--- config.mk ---
export PLATFORM = sky130hd
export DESIGN_NAME = dual_servo_move_supervisor_top
export DESIGN_NICKNAME = d
export VERILOG_FILES = /design/src/hdl/dsms_pkg.sv /design/src/hdl/dual_servo_move_supervisor_top.sv
export SDC_FILE = /design/constraint.sdc
export NUM_CORES = 1
export LEC_CHECK = 0
export ABC_AREA = 1
export BUFFER_PORTS_ARGS = -buffer_cell sky130_fd_sc_hd__buf_2
export CAP_MARGIN = 30
export CORE_MARGIN = 4
export CORE_UTILIZATION = 40
export DETAILED_ROUTE_END_ITERATION = 10
export GPL_TIMING_DRIVEN = 0
export PLACE_DENSITY = 0.62
export SYNTH_ARGS = -nofsm -noshare
export SYNTH_HDL_FRONTEND = slang
export SYNTH_SLANG_ARGS = --single-unit
--- constraint.sdc ---
create_clock -name clk -period 5.8 [get_ports clk]
set_input_delay 0.58 -clock clk [delete_from_list [all_inputs] [get_ports clk]]
set_output_delay 0.58 -clock clk [all_outputs]
set_load 0.01 [all_outputs]
--- src/hdl/dsms_pkg.sv ---
package dsms_pkg;

  localparam int unsigned ANGLE_W   = 16;
  localparam int unsigned CURRENT_W = 10;
  localparam int unsigned PULSE_W   = 13;
  localparam int unsigned PERIOD_W  = 16;
  localparam int unsigned CODE_W    = 2;

  localparam int unsigned IN_DATA_W  = 56;
  localparam int unsigned OUT_DATA_W = 32;

  localparam logic [ANGLE_W-1:0] ANGLE_MIN  = ANGLE_W'(300);
  localparam logic [ANGLE_W-1:0] ANGLE_MAX  = ANGLE_W'(1500);
  localparam logic [PULSE_W-1:0] PULSE_BASE = PULSE_W'(1200);

  localparam logic [PERIOD_W-1:0]  DRIVE_PERIODS_RST = PERIOD_W'(25);
  localparam logic [CURRENT_W-1:0] CURRENT_LIMIT_RST = CURRENT_W'(512);

  // register map, word index taken from paddr[2]
  localparam logic REG_DRIVE_PERIODS = 1'b0;
  localparam logic REG_CURRENT_LIMIT = 1'b1;

  localparam logic KIND_MOVE = 1'b0;
  localparam logic KIND_TICK = 1'b1;

  // external codes as seen on the result beat
  localparam logic [CODE_W-1:0] MODE_CODE_OFF   = 2'd0;
  localparam logic [CODE_W-1:0] MODE_CODE_DRIVE = 2'd1;
  localparam logic [CODE_W-1:0] MODE_CODE_EXTRA = 2'd2;

  localparam logic [CODE_W-1:0] STAT_READY = 2'd0;
  localparam logic [CODE_W-1:0] STAT_BUSY  = 2'd1;
  localparam logic [CODE_W-1:0] STAT_ERROR = 2'd2;

  typedef enum logic [2:0] {
    MODE_OFF   = 3'b001,
    MODE_DRIVE = 3'b010,
    MODE_EXTRA = 3'b100
  } mode_t;

  typedef struct packed {
    logic                 overcurrent;
    logic                 idle;
    logic [CODE_W-1:0]    status;
    logic [CODE_W-1:0]    drive_mode;
    logic [PULSE_W-1:0]   pulse_two;
    logic [PULSE_W-1:0]   pulse_one;
  } result_t;

  function automatic logic [CODE_W-1:0] mode_code(input mode_t m);
    logic [CODE_W-1:0] c;
    unique case (m)
      MODE_DRIVE: c = MODE_CODE_DRIVE;
      MODE_EXTRA: c = MODE_CODE_EXTRA;
      default:    c = MODE_CODE_OFF;
    endcase
    return c;
  endfunction

  function automatic logic [PULSE_W-1:0] angle_to_pulse(input logic [ANGLE_W-1:0] angle);
    logic [ANGLE_W-1:0] a;
    if (angle < ANGLE_MIN) begin
      a = ANGLE_MIN;
    end else if (angle > ANGLE_MAX) begin
      a = ANGLE_MAX;
    end else begin
      a = angle;
    end
    // a <= 1500, so 2a - 1 + 1200 stays below 4200
    return PULSE_BASE + {a[PULSE_W-2:0], 1'b0} - PULSE_W'(1);
  endfunction

endpackage

--- src/hdl/dual_servo_move_supervisor_top.sv ---
// An accepted input beat gives its result beat on out_* in the next cycle.
// Throughput: one beat per cycle; in_tready only drops while a result beat
//   is held by out_tready low, the single output register being the only stage.
// Reset (rst_n low, synchronous): drive off, status ready, period count and
//   stored pulses zero, drive_periods 25, current_limit 512, no result pending.
module dual_servo_move_supervisor_top (
  input  logic                             clk,
  input  logic                             rst_n,
  // input beat
  input  logic                             in_tvalid,
  output logic                             in_tready,
  // [15:0] angle_one, [31:16] angle_two, [41:32] current_one,
  // [51:42] current_two, [55:52] zero
  input  logic [dsms_pkg::IN_DATA_W-1:0]   in_tdata,
  // [0] kind
  input  logic                             in_tuser,
  // result beat
  output logic                             out_tvalid,
  input  logic                             out_tready,
  // [12:0] pulse_one, [25:13] pulse_two, [27:26] drive_mode, [29:28] status,
  // [30] idle, [31] overcurrent
  output logic [dsms_pkg::OUT_DATA_W-1:0]  out_tdata,
  // configuration
  input  logic                             cfg_psel,
  input  logic                             cfg_penable,
  input  logic                             cfg_pwrite,
  input  logic [2:0]                       cfg_paddr,
  input  logic [31:0]                      cfg_pwdata,
  output logic [31:0]                      cfg_prdata,
  output logic                             cfg_pready
);
  import dsms_pkg::*;

  // config registers
  logic [PERIOD_W-1:0]  drive_periods_r;
  logic [CURRENT_W-1:0] current_limit_r;
  logic                 cfg_wr;

  // supervisor state
  mode_t                mode_r, mode_nxt;
  logic [CODE_W-1:0]    status_r, status_nxt;
  logic [PERIOD_W-1:0]  count_r, count_nxt;
  logic [PULSE_W-1:0]   pulse_one_r, pulse_one_nxt;
  logic [PULSE_W-1:0]   pulse_two_r, pulse_two_nxt;

  // output register
  logic                 out_valid_r;
  result_t              result_r, result_nxt;

  logic                 in_acc;
  logic [ANGLE_W-1:0]   angle_one, angle_two;
  logic [CURRENT_W-1:0] current_one, current_two;
  logic [PERIOD_W-1:0]  count_inc;
  logic                 check_due;
  logic                 over_hit;
  logic                 over_flag;

  assign angle_one   = in_tdata[15:0];
  assign angle_two   = in_tdata[31:16];
  assign current_one = in_tdata[41:32];
  assign current_two = in_tdata[51:42];

  // a held result does not block the input unless it is stalled
  assign in_tready = !out_valid_r || out_tready;
  assign in_acc    = in_tvalid && in_tready;

  // ---- APB: pready tied high, word select on paddr[2]
  assign cfg_pready = 1'b1;
  assign cfg_wr     = cfg_psel && cfg_penable && cfg_pwrite;

  always_comb begin
    cfg_prdata = '0;
    unique case (cfg_paddr[2])
      REG_DRIVE_PERIODS: cfg_prdata = {{(32-PERIOD_W){1'b0}}, drive_periods_r};
      REG_CURRENT_LIMIT: cfg_prdata = {{(32-CURRENT_W){1'b0}}, current_limit_r};
      default:           cfg_prdata = '0;
    endcase
  end

  always_ff @(posedge clk) begin
    if (!rst_n) begin
      drive_periods_r <= DRIVE_PERIODS_RST;
      current_limit_r <= CURRENT_LIMIT_RST;
    end else if (cfg_wr) begin
      if (cfg_paddr[2] == REG_DRIVE_PERIODS) begin
        drive_periods_r <= cfg_pwdata[PERIOD_W-1:0];
      end else begin
        current_limit_r <= cfg_pwdata[CURRENT_W-1:0];
      end
    end
  end

  // ---- next state for one beat
  // count wraps at 16 bits; a lowered drive_periods triggers the check at once
  assign count_inc = count_r + PERIOD_W'(1);
  assign check_due = count_inc >= drive_periods_r;
  assign over_hit  = (current_one >= current_limit_r) || (current_two >= current_limit_r);

  always_comb begin
    mode_nxt      = mode_r;
    status_nxt    = status_r;
    count_nxt     = count_r;
    pulse_one_nxt = pulse_one_r;
    pulse_two_nxt = pulse_two_r;
    over_flag     = 1'b0;

    if (in_tuser == KIND_MOVE) begin
      // move while driving keeps the running count
      pulse_one_nxt = angle_to_pulse(angle_one);
      pulse_two_nxt = angle_to_pulse(angle_two);
      mode_nxt      = MODE_DRIVE;
      status_nxt    = STAT_BUSY;
    end else if (mode_r != MODE_OFF) begin
      count_nxt = count_inc;
      if (check_due) begin
        count_nxt = '0;
        if (over_hit) begin
          over_flag = 1'b1;
          if (mode_r == MODE_EXTRA) begin
            // second overload in a row
            mode_nxt   = MODE_OFF;
            status_nxt = STAT_ERROR;
          end else begin
            mode_nxt = MODE_EXTRA;
          end
        end else begin
          mode_nxt   = MODE_OFF;
          status_nxt = STAT_READY;
        end
      end
    end
    // tick while off: nothing moves

    result_nxt.pulse_one   = pulse_one_nxt;
    result_nxt.pulse_two   = pulse_two_nxt;
    result_nxt.drive_mode  = mode_code(mode_nxt);
    result_nxt.status      = status_nxt;
    result_nxt.idle        = (mode_nxt == MODE_OFF);
    result_nxt.overcurrent = over_flag;
  end

  always_ff @(posedge clk) begin
    if (!rst_n) begin
      mode_r      <= MODE_OFF;
      status_r    <= STAT_READY;
      count_r     <= '0;
      pulse_one_r <= '0;
      pulse_two_r <= '0;
    end else if (in_acc) begin
      mode_r      <= mode_nxt;
      status_r    <= status_nxt;
      count_r     <= count_nxt;
      pulse_one_r <= pulse_one_nxt;
      pulse_two_r <= pulse_two_nxt;
    end
  end

  // ---- result register
  always_ff @(posedge clk) begin
    if (!rst_n) begin
      out_valid_r <= 1'b0;
    end else if (in_acc) begin
      out_valid_r <= 1'b1;
    end else if (out_tready) begin
      out_valid_r <= 1'b0;
    end
  end

  always_ff @(posedge clk) begin
    if (in_acc) begin
      result_r <= result_nxt;
    end
  end

  assign out_tvalid = out_valid_r;
  assign out_tdata  = result_r;

endmodule

==> summary.md, run 1 <==
| Metric | Value |
|---|---|
| Initial antenna violation count | 0 |
| Total power | between 1.5 and 2 mW |
| Total gr overflow | 0 |
| CTS tree | yes |
| Fmax | 286 MHz |
| Syn Area/Cell | approximately 7.2 um2 |
| Synthesized flop and latch total | around 110 |
| Critical-path top delay cell | dfxtp_1 |
| Critical path class | reg2reg |
| Final #Nets | 1190 |
| Cell taking the most area after synthesis | dfxtp_1 |
| Cts bufs inserted | 9 |
| Netlist cell types | 43 |
| Slew @ Worst Pin | between 600 and 700 ps |
| Layout cells sized above 1 | 0.192 |
| Synth Flop Type | dfxtp_1 |
| Unrepaired setup endpoints after global routing | no |
| Slowest stage delay, CP | around 400 ps |
| Die Wd | approximately 140 um |
| Chip height | around 140 um |
| Std cell rows | 46 |
| Fraction of registers with async set/reset | 0 |
| Synth top area cells | dfxtp_1 23%, edfxtp_1 15%, nand2_1 11%, inv_1 7.6%, ha_1 7.5% |
| # clock sinks | 106 |
| Fin Setup TNS | 0 ps |
| Drt initial violations | between 200 and 300 |
| Hpwl dp | roughly 13000 um |
| Via density | 4.70 |
| CTS resizes | 0 |
| Hold buffer count at CTS | 0 |
| Commonest cells post-synth | 185 x nand2_1, 131 x inv_1, 87 x o21ai_0 |
| Synth Instances | 901 |
| Yosys warns | 0 |
| Total Routing Usage GR | 0.174 |
| Final Hold Viols | 0 |
| R2r setup slk | roughly 2300 ps |
| Clock Latency Late Sink | about 360 ps |
| Max-Cap Viols | 0 |
| Largest net degree at the start of global routing | 25 |
| Core box area | approximately 0.016 mm2 |
| Peak supply drop | about 220 uV |
| Vias in the first global route | between 5000 and 6000 |
| Final min period | approximately 3500 ps |
| Max FO, Critical Path | 7 |
| Layout area overhead | 19.5% |
| Clock tree buffer depth | 2 |
| Core Util, Final | 0.489 |
| WP data arrival | about 3600 ps |
| Crit path cell chain | ha_1 > nand3_1 > nor2_1 > nand4_1 > nor2_1 > and3_1 > nand2_1 > xnor2_1 > ha_1 > nand2_1 > inv_1 > nand3_1 > nor3_1 > nand3_1 > nand3_1 > nand3_1 > o21ai_0 > nand2_1 > nor3b_1 |
| Fin Hold WS | ~460 ps |
| Crit end category | flip-flop |
| Fin crit share | 0.603 |
| GPL Wtd Cong | around 0.84 |
| Routed wire length | between 15000 and 20000 um |
| Status | complete, no violations |
| DRC | 0 |
| Total die area | 0.0184 mm2 |
| Power Density | about 220 mW/mm2 |
| Share of the synthesized area in the top cell type | 0.228 |
| DR pass1 iterations | 6 |
| Synth Cell Area | around 0.0065 mm2 |
| I/O pin total | around 170 |
| CP required | between 5000 and 6000 ps |
| DR vias | ~6000 |
| Most frequent cell after synthesis | nand2_1 |
| Final antenna-violating net count | 0 |
| Worst Hold Class | reg2reg |
| Post-synth EDFFs | 32 |
| Cell mode on critical path | nand3_1 |
| Final Setup Violations | 0 |
| CTS H-tree lvls | 3 |
| Initial Util | 0.409 |
| Port buffer count | around 120 |
| Worst-path clk slew | 70 ps |
| CP Launch Type | flip-flop |
| Root Buffer | clkbuf_16 |
| First-pass GRT wire length | roughly 26000 um |
| Count of pins over their slew limit | 0 |
| Setup Buffers After CTS | 0 |
| Detailed-route wire length per cell | between 10 and 15 um |
| Clock Skews | between 10 and 15 ps |
| Diode count | 0 |
| Register area share after synthesis | 0.376 |
| Lkg Pwr | roughly 3.8 nW |
| Slew Limit Headroom | 0.557 |
-- where the power goes --
part / internal, mW / switching [mW]
Combinational: 0.117 / 0.198
Sequential: 0.812 / 0.0196
Clock: 0.304 / 0.297
-- state kept, by name (all words and copies together), names as in the netlist --
name,cells
out_tdata,32
count_r,16
drive_periods_r,16
pulse_one_r,13
pulse_two_r,13
current_limit_r,10
mode_r,3
status_r,2
out_tvalid,1
-- worst max-delay path: cells and delay by family, from the launching register on --
kind | cells | cell delay [ps]
AO/OA/AOI/OAI | 1 | 100
adder cells (fa/ha/maj) | 2 | 480
buffers and inverters | 1 | 50
flip-flops | 1 | 400
XOR/XNOR | 1 | 150
AND/OR/NAND/NOR | 14 | 2060
-- area by class of cell --
type                            instances  area [um2]
Fill cell                            1622        8120
Multi-Input combinational cell        625        3340
Sequential cell                       106        2440
Timing Repair Buffer                  125         648
Inverter                              139         522
Tap cell                              216         270
Buffer                                 46         258
Clock buffer                            9         225
Clock inverter                          7        68.8
-- cell families (layout without fill, tap and decap cells) --
group / after synthesis / after routing / synth area share
fa+ha+maj: 39 / 39 / 0.0751
buf+inv: 185 / 326 / 0.120
flops: 106 / 106 / 0.376
simple gates: 341 / 341 / 0.227
compound gates: 203 / 203 / 0.167
other cells: 2 / 17 / 0.00116
xor+xnor: 25 / 25 / 0.0337
-- per-layer routing --
layer  routed length (um)  share of wire  global-route usage  vias to the layer above
met5                    0              0                   0                        -
met4                  126         0.0079              0.0308                        0
met3                  856          0.053              0.0394                       10
met2                 7480           0.47               0.301                      124
met1                 7550           0.47               0.227                     2668
li1                     -              -                   -                     3187
-- cells in the final DEF (no fill, tap or decap), types with 7 or more instances in the layout --
cell       synthesis  layout
nand2_1          185     185
inv_1            131     131
buf_2              2     126
o21ai_0           87      87
a21oi_1           86      86
dfxtp_1           74      74
nor2_1            61      61
nand3_1           42      42
ha_1              39      39
edfxtp_1          32      32
clkbuf_1          24      24
xor2_1            19      19
nand2_2           18      18
buf_4             18      18
conb_1             2      17
nand4_1           12      12
clkbuf_16          0       9
o21a_1             8       8
inv_2              7       7
o21ai_1            7       7
-- worst paths after layout --
| kind | depth (start not counted) | from | to |
|---|---|---|---|
| min | 2 | pulse_one_r[0] | pulse_one_r[0] |
| max | 19 | count_r[0] | out_tdata[30] |
| max reg2reg | 19 | count_r[0] | out_tdata[30] |
| min reg2reg | 2 | pulse_one_r[0] | pulse_one_r[0] |
-- stage by stage --
step / std cells / setup WS (ps) / area [um2]
4_1_cts: 1273 / 2290 / 7770
3_5_place_dp: 1257 / 2320 / 7480
6_report: 1273 / 2300 / 7770
3_3_place_gp: 1256 / 2340 / 7450
2_1_floorplan: 916 / 2850 / 6560
5_1_grt: 1273 / 1900 / 7770
No activity file was read; power rests on OpenSTA's default activity.
==> run 2, diff against run 1 <==
Settings changed: PLACE_DENSITY 0.62 to 0.64.
Clock period 5.8 ns to 3.2 ns, I/O delays scaled along.
==> summary.md, run 2 (synthesized netlist as in run 1, its figures left out) <==
| Metric | Value |
|---|---|
| Clock Skews | about 12 ps |
| Die Wd | about 140 um |
| Total gr overflow | 0 |
| Detailed-route wire length per cell | 12.9 um |
| Flip-flop count of the largest register after layout | 32 |
| CP Launch Type | flip-flop |
| Worst setup margin | about 87 ps |
| Total power | approximately 3.2 mW |
| Std cell rows | 46 |
| Total Routing Usage GR | 0.181 |
| Slew @ Worst Pin | between 800 and 900 ps |
| Worst-path clk slew | 70 ps |
| Layout Cells excl Fill | between 1000 and 1500 |
| Layout area overhead | 24.9% |
| DR pass1 iterations | 4 |
| Max-Cap Viols | 0 |
| Diode count | 0 |
| Port buffer count | roughly 120 |
| Root Buffer | clkbuf_16 |
| Final #Nets | 1207 |
| Routed wire length | around 17000 um |
| Final Setup Violations | 0 |
| Design Area, Final | 0.00812 mm2 |
| Placement Setup Slack | -290 ps |
| Initial Util | 0.409 |
| Fin crit share | 0.973 |
| Via density | about 4.7 |
| Placed Area | ~0.0075 mm2 |
| Clock Latency Late Sink | between 300 and 400 ps |
| Largest net degree at the start of global routing | 25 |
| Lkg Pwr | 3.96 nW |
| Worst Hold Class | in2reg |
| Fin Hold WS | roughly 200 ps |
| Core box area | 0.0159 mm2 |
| Total die area | roughly 0.018 mm2 |
| Final Hold Viols | 0 |
| CP required | about 3300 ps |
| Count of pins over their slew limit | 0 |
| CTS tree | yes |
| Initial antenna violation count | 0 |
| DRC | 0 |
| Power Density | 399 mW/mm2 |
| Drt initial violations | about 260 |
| Fmax | between 300 and 400 MHz |
| Max FO, Critical Path | 7 |
| # clock sinks | 106 |
| GPL Wtd Cong | 0.837 |
| Hold buffer count at CTS | 0 |
| Critical path class | reg2reg |
| Vias in the first global route | 5701 |
| Slew Limit Headroom | 0.448 |
| Crit end category | flip-flop |
| Final antenna-violating net count | 0 |
| Chip height | between 100 and 150 um |
| Cts bufs inserted | 9 |
| Peak supply drop | 422 uV |
| First-pass GRT wire length | approximately 27000 um |
| WP data arrival | 3220 ps |
| Unrepaired setup endpoints after global routing | yes |
| Filler cells | approximately 1600 |
| CTS H-tree lvls | 3 |
| Clock tree buffer depth | 2 |
| Final min period | 3110 ps |
| Most common cell after layout, fill and taps aside | nand2_1 |
| Inst Count DP | ~1300 |
| Status | complete, no violations |
| DR vias | 6063 |
| Commonest cells after routing, fill and taps aside | 176 x nand2_1, 131 x inv_1, 126 x buf_2 |
| Hpwl dp | 12800 um |
| I/O pin total | approximately 170 |
| Layout cells sized above 1 | 0.241 |
[run 2: cell count changes in the layout (fill, tap and decap cells not counted), sizes merged]
cell and delta:
buf +17, inv -2, clkinv +1, clkinvlp +1
[run 2: where the power goes]
group	total, mW	internal (mW)	leakage, nW	switching (mW)
clock	1.08	0.543	0.140	0.539
combinational	0.651	0.251	2.89	0.400
sequential	1.51	1.47	0.925	0.0362
total	3.24	2.27	3.96	0.976
[run 2: metal layers]
layer	part of all wire	up-vias	global-route usage
met4	0.013	0	0.0403
met5	0	-	0
li1	-	3212	-
met3	0.053	13	0.0386
met2	0.49	126	0.312
met1	0.45	2712	0.233
[run 2: final cells by class]
type | instances | area [um2] | area share
tap | 216 | 270 | 0.0333
inverter | 139 | 527 | 0.0649
multi-input combinational | 625 | 3540 | 0.436
clock buffer | 9 | 225 | 0.0277
buffer | 46 | 258 | 0.0318
clock inverter | 7 | 63.8 | 0.00786
sequential | 106 | 2450 | 0.302
timing repair buffer | 142 | 779 | 0.0960
[run 2: repair_timing]
action,CTS,global route
resized for setup,20,39
endpoints found under the setup margin,16,18
pin swaps,10,24
buffers inserted,9,9
[run 2: worst paths after layout]
| kind | startpoint | endpoint | slack [ps] | cells after the start |
|---|---|---|---|---|
| setup / recovery | count_r[0] | out_tdata[27] | 90 | 19 |
| hold / removal | cfg_pwdata[3] | drive_periods_r[3] | 200 | 3 |
| setup reg to reg | count_r[0] | out_tdata[27] | 90 | 19 |
| hold reg to reg | pulse_two_r[0] | pulse_two_r[0] | 460 | 2 |
[run 2: critical path: stages, from the launching register on]
cell	delay [ps]
dfxtp_4	370
and3_4	200
nand2_4	60
nor2_4	120
nand2_2	60
nor2_2	130
nand4_1	140
nor2_2	180
xor2_2	200
ha_1	270
nand2_1	80
inv_1	50
nand3_2	90
inv_1	60
a21oi_2	190
nand3_4	180
o21ai_2	210
nor2_4	60
nor2_2	130
nor3_1	70
[run 2: stage by stage]
step / utilization / setup TNS [ps]
final: 0.511 / 0
after global routing: 0.511 / -561
after CTS: 0.498 / 0
after detailed placement: 0.471 / -2580
after global placement: 0.469 / -2290
after floorplan: - / 0
